<file path="src/hdl/necir_pkg.sv">
// ----------------------------------------------------------------------------
// necir_pkg
// Shared types and constants for the NEC infrared edge decoder.
// ----------------------------------------------------------------------------
package necir_pkg;

  // Field widths
  localparam int unsigned CountW = 16;
  localparam int unsigned TickW  = 32;
  localparam int unsigned KeyW   = 8;
  localparam int unsigned CodeW  = 32;
  localparam int unsigned BitsW  = 6;
  localparam int unsigned CfgW   = 16;
  localparam int unsigned CfgIdxW = 2;

  // Register reset values
  localparam logic [CfgW-1:0] HeaderThrRst = 16'd7000;
  localparam logic [CfgW-1:0] BitThrRst    = 16'd1600;
  localparam logic [CfgW-1:0] RepeatWinRst = 16'd250;

  // Number of data bits in one frame
  localparam logic [BitsW-1:0] FrameBits = 6'd32;

  // Register indexes
  typedef enum logic [CfgIdxW-1:0] {
    CFG_HEADER_THR = 2'd0,
    CFG_BIT_THR    = 2'd1,
    CFG_REPEAT_WIN = 2'd2
  } cfg_idx_e;

  // Configuration register set
  typedef struct packed {
    logic [CfgW-1:0] header_thr;
    logic [CfgW-1:0] bit_thr;
    logic [CfgW-1:0] repeat_win;
  } cfg_t;

  // One decode outcome
  typedef struct packed {
    logic            valid;
    logic [KeyW-1:0] key;
    logic            is_repeat;
  } res_t;

endpackage

</file>
<file path="src/hdl/necir_cfg.sv">
// ----------------------------------------------------------------------------
// necir_cfg
// Configuration register file: header and bit thresholds, repeat window.
// ----------------------------------------------------------------------------
module necir_cfg import necir_pkg::*; (
  input  logic               clk_i,
  input  logic               rst_ni,
  input  logic               cfg_valid_i,
  input  logic [CfgIdxW-1:0] cfg_index_i,
  input  logic [CfgW-1:0]    cfg_data_i,
  output cfg_t               cfg_o
);

  cfg_t cfg_q, cfg_d;

  // Decode the write beat; unknown indexes are dropped
  always_comb begin
    cfg_d = cfg_q;
    if (cfg_valid_i) begin
      case (cfg_idx_e'(cfg_index_i))
        CFG_HEADER_THR: cfg_d.header_thr = cfg_data_i;
        CFG_BIT_THR:    cfg_d.bit_thr    = cfg_data_i;
        CFG_REPEAT_WIN: cfg_d.repeat_win = cfg_data_i;
        default:        cfg_d            = cfg_q;
      endcase
    end
  end

  always_ff @(posedge clk_i or negedge rst_ni) begin
    if (!rst_ni) begin
      cfg_q.header_thr <= HeaderThrRst;
      cfg_q.bit_thr    <= BitThrRst;
      cfg_q.repeat_win <= RepeatWinRst;
    end else begin
      cfg_q <= cfg_d;
    end
  end

  assign cfg_o = cfg_q;

endmodule

</file>
<file path="src/hdl/necir_core.sv">
// ----------------------------------------------------------------------------
// necir_core
// Frame state and combinational edge decode: interval, header/repeat detection,
// bit shifting and complement check.
// ----------------------------------------------------------------------------
module necir_core import necir_pkg::*; (
  input  logic              clk_i,
  input  logic              rst_ni,
  input  logic              go_i,
  input  logic [CountW-1:0] edge_count_i,
  input  logic [TickW-1:0]  tick_ms_i,
  input  cfg_t              cfg_i,
  output res_t              res_o
);

  logic [CountW-1:0] prev_count_q, prev_count_d;
  logic              have_prev_q, have_prev_d;
  logic              in_frame_q, in_frame_d;
  logic [CodeW-1:0]  code_q, code_d;
  logic [BitsW-1:0]  bits_q, bits_d;
  logic [KeyW-1:0]   last_key_q, last_key_d;
  logic              have_key_q, have_key_d;
  logic [TickW-1:0]  key_time_q, key_time_d;

  logic [CountW-1:0] gap;
  logic [TickW-1:0]  elapsed;
  logic              is_header;
  logic              repeat_ok;
  logic [CodeW-1:0]  code_next;
  logic [BitsW-1:0]  bits_next;
  logic              frame_done;
  logic              check_ok;

  // Interval and elapsed time, both wrap naturally
  assign gap       = edge_count_i - prev_count_q;
  assign elapsed   = tick_ms_i - key_time_q;
  assign is_header = (gap >= cfg_i.header_thr);
  assign repeat_ok = in_frame_q && (bits_q == '0) && have_key_q &&
                     (elapsed <= {{(TickW-CfgW){1'b0}}, cfg_i.repeat_win});
  assign code_next = {code_q[CodeW-2:0], (gap >= cfg_i.bit_thr)};
  assign bits_next = bits_q + BitsW'(1);
  assign frame_done = (bits_next >= FrameBits);
  assign check_ok  = (code_next[15:8] == ~code_next[7:0]);

  // Next state and result for the edge in the input register
  always_comb begin
    prev_count_d = prev_count_q;
    have_prev_d  = have_prev_q;
    in_frame_d   = in_frame_q;
    code_d       = code_q;
    bits_d       = bits_q;
    last_key_d   = last_key_q;
    have_key_d   = have_key_q;
    key_time_d   = key_time_q;
    res_o        = '0;

    if (go_i) begin
      prev_count_d = edge_count_i;
      if (!have_prev_q) begin
        // first edge only records its count
        have_prev_d = 1'b1;
      end else if (is_header) begin
        if (repeat_ok) begin
          key_time_d    = tick_ms_i;
          in_frame_d    = 1'b0;
          have_prev_d   = 1'b0;
          res_o.valid     = 1'b1;
          res_o.key       = last_key_q;
          res_o.is_repeat = 1'b1;
        end else begin
          code_d     = '0;
          bits_d     = '0;
          in_frame_d = 1'b1;
        end
      end else if (in_frame_q) begin
        code_d = code_next;
        bits_d = bits_next;
        if (frame_done) begin
          in_frame_d  = 1'b0;
          have_prev_d = 1'b0;
          if (check_ok) begin
            last_key_d  = code_next[15:8];
            have_key_d  = 1'b1;
            key_time_d  = tick_ms_i;
            res_o.valid = 1'b1;
            res_o.key   = code_next[15:8];
          end
        end
      end
    end
  end

  always_ff @(posedge clk_i or negedge rst_ni) begin
    if (!rst_ni) begin
      prev_count_q <= '0;
      have_prev_q  <= 1'b0;
      in_frame_q   <= 1'b0;
      code_q       <= '0;
      bits_q       <= '0;
      last_key_q   <= '0;
      have_key_q   <= 1'b0;
      key_time_q   <= '0;
    end else begin
      prev_count_q <= prev_count_d;
      have_prev_q  <= have_prev_d;
      in_frame_q   <= in_frame_d;
      code_q       <= code_d;
      bits_q       <= bits_d;
      last_key_q   <= last_key_d;
      have_key_q   <= have_key_d;
      key_time_q   <= key_time_d;
    end
  end

endmodule

</file>
<file path="src/hdl/nec_ir_edge_decoder.sv">
// ----------------------------------------------------------------------------
// nec_ir_edge_decoder
// Decodes NEC infrared frames from a stream of falling-edge timestamps.
// ----------------------------------------------------------------------------
// Each input beat is one falling edge with its microsecond count and
// millisecond tick. The block takes one edge per clock cycle unless
// in_stall_o is high; an edge is registered on entry, decoded against the
// frame state once the result register can advance, and its key, if any,
// is registered in the result register. The frame state update is the loop
// that sets this rate. A full frame whose command passes the complement check
// yields its command byte with is_repeat low; a repeat frame within the
// window yields the last key with is_repeat high.
// Configuration writes are always ready and are registered in necir_cfg.
// ----------------------------------------------------------------------------
module nec_ir_edge_decoder import necir_pkg::*; (
  input  logic               clk_i,
  input  logic               rst_ni,
  // configuration write channel
  input  logic               cfg_valid_i,
  output logic               cfg_ready_o,
  input  logic [CfgIdxW-1:0] cfg_index_i,
  input  logic [CfgW-1:0]    cfg_data_i,
  // edge input channel
  input  logic               in_valid_i,
  output logic               in_stall_o,
  input  logic [CountW-1:0]  edge_count_i,
  input  logic [TickW-1:0]   tick_ms_i,
  // key output channel
  output logic               out_valid_o,
  input  logic               out_stall_i,
  output logic [KeyW-1:0]    key_code_o,
  output logic               is_repeat_o
);

  cfg_t              cfg;
  res_t              res;
  logic              in_accept;
  logic              advance;
  logic              item_valid_q, item_valid_d;
  logic [CountW-1:0] count_q;
  logic [TickW-1:0]  tick_q;
  logic              out_valid_q, out_valid_d;
  logic [KeyW-1:0]   key_q;
  logic              rep_q;

  assign cfg_ready_o = 1'b1;

  necir_cfg u_cfg (
    .clk_i       (clk_i),
    .rst_ni      (rst_ni),
    .cfg_valid_i (cfg_valid_i),
    .cfg_index_i (cfg_index_i),
    .cfg_data_i  (cfg_data_i),
    .cfg_o       (cfg)
  );

  // Result register frees up when empty or when its beat is taken
  assign advance    = !out_valid_q || !out_stall_i;
  assign in_stall_o = item_valid_q && !advance;
  assign in_accept  = in_valid_i && !in_stall_o;

  necir_core u_core (
    .clk_i        (clk_i),
    .rst_ni       (rst_ni),
    .go_i         (item_valid_q && advance),
    .edge_count_i (count_q),
    .tick_ms_i    (tick_q),
    .cfg_i        (cfg),
    .res_o        (res)
  );

  // Input register: load on accept, drop once decoded
  always_comb begin
    item_valid_d = item_valid_q;
    if (in_accept) begin
      item_valid_d = 1'b1;
    end else if (advance) begin
      item_valid_d = 1'b0;
    end
  end

  always_ff @(posedge clk_i or negedge rst_ni) begin
    if (!rst_ni) begin
      item_valid_q <= 1'b0;
    end else begin
      item_valid_q <= item_valid_d;
    end
  end

  always_ff @(posedge clk_i) begin
    if (in_accept) begin
      count_q <= edge_count_i;
      tick_q  <= tick_ms_i;
    end
  end

  // Result register: refill whenever it advances
  assign out_valid_d = advance ? (item_valid_q && res.valid) : out_valid_q;

  always_ff @(posedge clk_i or negedge rst_ni) begin
    if (!rst_ni) begin
      out_valid_q <= 1'b0;
    end else begin
      out_valid_q <= out_valid_d;
    end
  end

  always_ff @(posedge clk_i) begin
    if (advance) begin
      key_q <= res.key;
      rep_q <= res.is_repeat;
    end
  end

  assign out_valid_o = out_valid_q;
  assign key_code_o  = key_q;
  assign is_repeat_o = rep_q;

`ifndef SYNTH
  // A new result only follows a decoded edge
  a_out_from_item: assert property (@(posedge clk_i) disable iff (!rst_ni)
    $rose(out_valid_q) |-> $past(item_valid_q))
    else $error("result appeared without a pending edge");

  // Input stalls only while an edge waits on a full result register
  a_stall_cause: assert property (@(posedge clk_i) disable iff (!rst_ni)
    in_stall_o |-> (item_valid_q && out_valid_q && out_stall_i))
    else $error("input stalled without a blocked edge");

  // A decoded edge leaves the input register unless a new one enters
  a_item_drains: assert property (@(posedge clk_i) disable iff (!rst_ni)
    (item_valid_q && advance && !in_valid_i) |=> !item_valid_q)
    else $error("decoded edge was not released");
`endif

endmodule

</file>
<file path="config.mk">
export PLATFORM = sky130hd
export DESIGN_NAME = nec_ir_edge_decoder
export DESIGN_NICKNAME = d
export VERILOG_FILES = /design/src/hdl/necir_pkg.sv /design/src/hdl/necir_cfg.sv /design/src/hdl/necir_core.sv /design/src/hdl/nec_ir_edge_decoder.sv
export SDC_FILE = /design/constraint.sdc
export NUM_CORES = 1
export LEC_CHECK = 0
export CAP_MARGIN = 20
export CORE_MARGIN = 2
export CORE_UTILIZATION = 30
export CTS_CLUSTER_SIZE = 24
export DETAILED_ROUTE_END_ITERATION = 10
export DONT_BUFFER_PORTS = 1
export HOLD_SLACK_MARGIN = 0.02
export SYNTH_ARGS = -nofsm -noshare
export SYNTH_HDL_FRONTEND = slang
export SYNTH_SLANG_ARGS = --single-unit
</file>
<file path="constraint.sdc">
create_clock -name clk_i -period 6.3 [get_ports clk_i]
set_clock_uncertainty 0.15 [all_clocks]
set_input_delay 0.315 -clock clk_i [delete_from_list [all_inputs] [get_ports clk_i]]
set_output_delay 0.315 -clock clk_i [all_outputs]
set_load 0.02 [all_outputs]
</file>
==> impl_results.md <==
- Status: finished, final reports clean
- Max_cap viols: 0
- Final total power: ~0.0035 W
- R2R Setup Slk: 0.46 ns
- Share of cells above drive strength 1: 0.1397
- Inst Count DP: 1556
- Crit-path max FO: 9
- Worst hold path type: in -> reg
- Placer Congestion: 0.8517
- Max-slew violations: 0
- Via Count: about 7800
- Final period util: 0.9269
- Via count of the first global-routing pass: 7987
- Hpwl dp: around 18000 um
- Clock sink count: ~190
- Worst rel slew slack: 0.3248
- # rows: 71
- Worst Tran Pin Value: roughly 1.0 ns
- Fin area: 13120 um2
- Largest stage delay on the critical path: 0.80 ns
- Core box area: between 30000 and 40000 um2
- Worst Setup Path Type: reg -> reg
- CTS H-tree depth: 4
- CTS root buf: clkbuf_16
- CP startpoint: tick_q[10]$_DFFE_PP_
- Via/cell ratio: 4.717
- FF+latch count, synth: 187
- CP Launch Type: register
- Syn_nets: 1238
- Fillers: around 3800
- LEAKAGE: around 5.6 nW
- Grt ovf: 0
- Starting density of the core: 0.3028
- Pin count of the biggest net entering global routing: 131
- Layout net count: 1301
- Crit path top cell by count: ha_1
- Worst skew pair latency: 0.44 ns
- FFs w/ async S/R, synth: 0.6952
- Global-route wire length before repair: 40610 um
- Average size of a mapped cell: 10.59 um2
- DRT iter0 DRCs: between 400 and 500
- Maximum vdd drop: 0.0001714 V
- Post-DP Area: 11820 um2
- Fraction of the mapped netlist area in compound gates: 0.1499
- TritonCTS Buffers: 17
- Minimum clock period: 5.840 ns
- Worst R2R Start: tick_q[10]$_DFFE_PP_
- Die ar.: 39320 um2
- Die Wd: 198.3 um
- Number of gates resized after cts: 0
- CTS tree: yes
- Critical Path Slowest Stage Cell: or4b_1
- Unrepaired setup endpoints after global routing: false
- Peak Freq: around 170 MHz
- Buf/Inv on CP: 0
- Post-Syn Instances: between 1000 and 1500
- CP Capture Type: register
- Min Hold Slack: 0.1282 ns
- Synthesized-area fraction occupied by adder cells: 0.1096
- Ys flop type: dfrtp_1
- P per Cell Area: 268.0 nW/um2
- Worst path required time: ~6.4 ns
- DRC Markers: 0
- Endpoints failing hold: 0
- Mux share of post-synthesis cell area: 0.08915
- Simple-gate area share of the yosys netlist: 0.1154
- Number of I/O pins: a little over 80
- Yosys warning count: 0
- GRT Resource Usage Total: 0.1304
- Worst path arrival time: 5.94 ns
- R2R cell count: 18
- Final setup TNS: 0 ns
- Routed len/inst: 14.83 um
- Cell family with most CP delay: compound AO/OA/AOI/OAI gates
- Xor-xnor portion of the synthesized cell area: 0.03480
- Cell variety after synth: 88
- Cell Area, Synth: 11330 um2
- Clock transition at path regs: 0.07 ns
- Critical path cell sequence: ha_1 -> a21oi_1 -> o21ai_1 -> a31o_2 -> a21o_1 -> o22ai_1 -> xnor2_1 -> ha_1 -> nand3_1 -> nor3_1 -> a221o_1 -> o31ai_1 -> and2_1 -> o221ai_1 -> a2111oi_1 -> nand4_1 -> or4b_1 -> o41ai_2
- Post-synthesis sequential area ratio: 0.4401
- Routed WL: 24590 um
- Die Height: roughly 200 um
- Setup violators final: 0
- Largest family of logic cells by synthesized area: compound AO/OA/AOI/OAI gates
- Initial antenna violation count: 2
- Pre-antenna DRT Iters: 4
- Reg2reg end: key_code_o[2]$_SDFFCE_PN0N_
- P&R area growth vs syn: 15.86%
- Deepest clock path buffer count: 2
- Critical Path Sink: key_code_o[2]$_SDFFCE_PN0N_
- I/O Buffers: 0
- Levels on crit path: 18
- Post-synth EDFFs: 57
- Post-route insts no fill: between 1500 and 2000
- Antenna-violating nets left: 0
[power breakdown]
part | switching (W) | leakage (nW) | internal, W
Combinational | 0.000541 | 3.14 | 0.000430
Sequential | 0.0000711 | 2.18 | 0.00139
Clock | 0.000484 | 0.292 | 0.000606
Total | 0.00110 | 5.62 | 0.00242
[worst register-to-register path, stage by stage, from the launching register on]
cell	delay [ns]
edfxtp_1	0.41
ha_1	0.42
a21oi_1	0.23
o21ai_1	0.15
a31o_2	0.27
a21o_1	0.21
o22ai_1	0.29
xnor2_1	0.20
ha_1	0.29
nand3_1	0.15
nor3_1	0.09
a221o_1	0.30
o31ai_1	0.35
and2_1	0.18
o221ai_1	0.11
a2111oi_1	0.52
nand4_1	0.16
or4b_1	0.80
o41ai_2	0.37
[cell usage after synthesis (all sizes together), types with 7 or more instances]
cell,number,share of area
xnor2,27,0.021
and4,8,0.0064
buf,11,0.011
nand2b,15,0.0083
dfstp,16,0.037
dfrtp,114,0.25
and2,11,0.0061
inv,123,0.041
o21a,8,0.0060
mux2,67,0.076
a21o,26,0.017
edfxtp,57,0.15
clkbuf,21,0.0087
ha,96,0.11
a21oi,60,0.028
nor2,47,0.016
o21bai,7,0.0046
a31oi,8,0.0050
nand3,20,0.0088
o21ai,70,0.031
mux2i,15,0.013
nor3,18,0.0089
xor2,18,0.014
nand2,81,0.027
nand4,15,0.0096
o41ai,9,0.012
a211oi,9,0.0060
o211ai,11,0.0073
[worst min-delay path by stage]
stage / from / to / slack (ns) / cells after the start
after CTS: cfg_index_i[0] / u_cfg.cfg_o[40]$_DFFE_PN1P_ / 0.11 / 4
after detailed placement: rst_ni / u_core.prev_count_q[2]$_DFFE_PN0P_ / -0.12 / 0
after global placement: rst_ni / u_core.prev_count_q[2]$_DFFE_PN0P_ / -0.12 / 0
after global routing: cfg_index_i[0] / u_cfg.cfg_o[36]$_DFFE_PN1P_ / 0.14 / 4
after floorplan: rst_ni / item_valid_q$_DFFE_PN0P_ / -0.13 / 0
final: cfg_index_i[0] / u_cfg.cfg_o[36]$_DFFE_PN1P_ / 0.13 / 4
[stage by stage]
step                utilization  setup WS [ns]
floorplan                     -          1.045
global placement         0.3160         0.6055
detailed placement       0.3160         0.5017
CTS                      0.3507         0.4601
global route             0.3508        0.09294
finish                   0.3509         0.4603
[cells in the final DEF, fill, tap and decap left out, types with 5 or more instances in the layout]
master and n:
a211oi_1 9, a21boi_0 5, a21o_1 25, a21oi_1 57, a31oi_1 7, and2_1 8, and3_1 5, and4_1 6
buf_4 7, clkbuf_16 18, clkinv_4 5, dfrtp_1 114, dfstp_2 16, dlygate4sd3_1 67, edfxtp_1 57, ha_1 96
inv_1 123, mux2_2 39, mux2_4 28, mux2i_1 15, nand2_1 81, nand2b_1 15, nand3_1 20, nand4_1 14
nor2_1 47, nor2b_1 6, nor3_1 17, o211ai_1 11, o21a_1 7, o21ai_0 69, o21bai_1 7, o41ai_2 8
xnor2_1 27, xor2_1 18
[routing by layer]
layer | vias to the layer above | wire, um | global-route usage | part of all wire
li1 | 3938 | - | - | -
met1 | 3775 | 11390 | 0.1659 | 0.46
met2 | 86 | 12140 | 0.2227 | 0.49
met3 | 22 | 721 | 0.02504 | 0.029
met4 | 0 | 336 | 0.04094 | 0.014
met5 | - | 0 | 0 | 0
[flip-flops by register name, summed over array words and instances, names as in the netlist]
signal and cells:
u_cfg.cfg_o 48, is_repeat_o 1, u_core.have_prev_q 1, u_core.have_key_q 1
key_code_o 8, u_core.key_time_q 32, item_valid_q 1, out_valid_o 1
u_core.in_frame_q 1, tick_q 32, count_q 16, u_core.bits_q 6
u_core.code_q 15, u_core.prev_count_q 16, u_core.last_key_q 8
[what timing repair did]
action	CTS	global route
endpoints found under the hold margin	227	0
setup buffers	0	0
hold buffers	68	0
[final cells by class]
class / instances / area [um2] / share of cell area
multi-input cells: 727 / 5662 / 0.4314
flip-flops and latches: 187 / 4985 / 0.3799
repair buffers: 76 / 770.7 / 0.05873
well taps: 511 / 639.4 / 0.04872
clock buffers: 22 / 495.5 / 0.03776
inverters: 123 / 461.7 / 0.03518
clock inverters: 10 / 103.9 / 0.007914
diodes: 2 / 5.005 / 0.0003814
[cell families (layout without fill, tap and decap cells)]
group | count (synthesis) | in the layout
other cells | 1 | 3
xor+xnor | 45 | 45
buf+inv | 155 | 231
simple gates | 252 | 252
mux | 82 | 82
flops | 187 | 187
fa+ha+maj | 98 | 98
compound gates | 249 | 249
(Power assumes the default switching activity.)
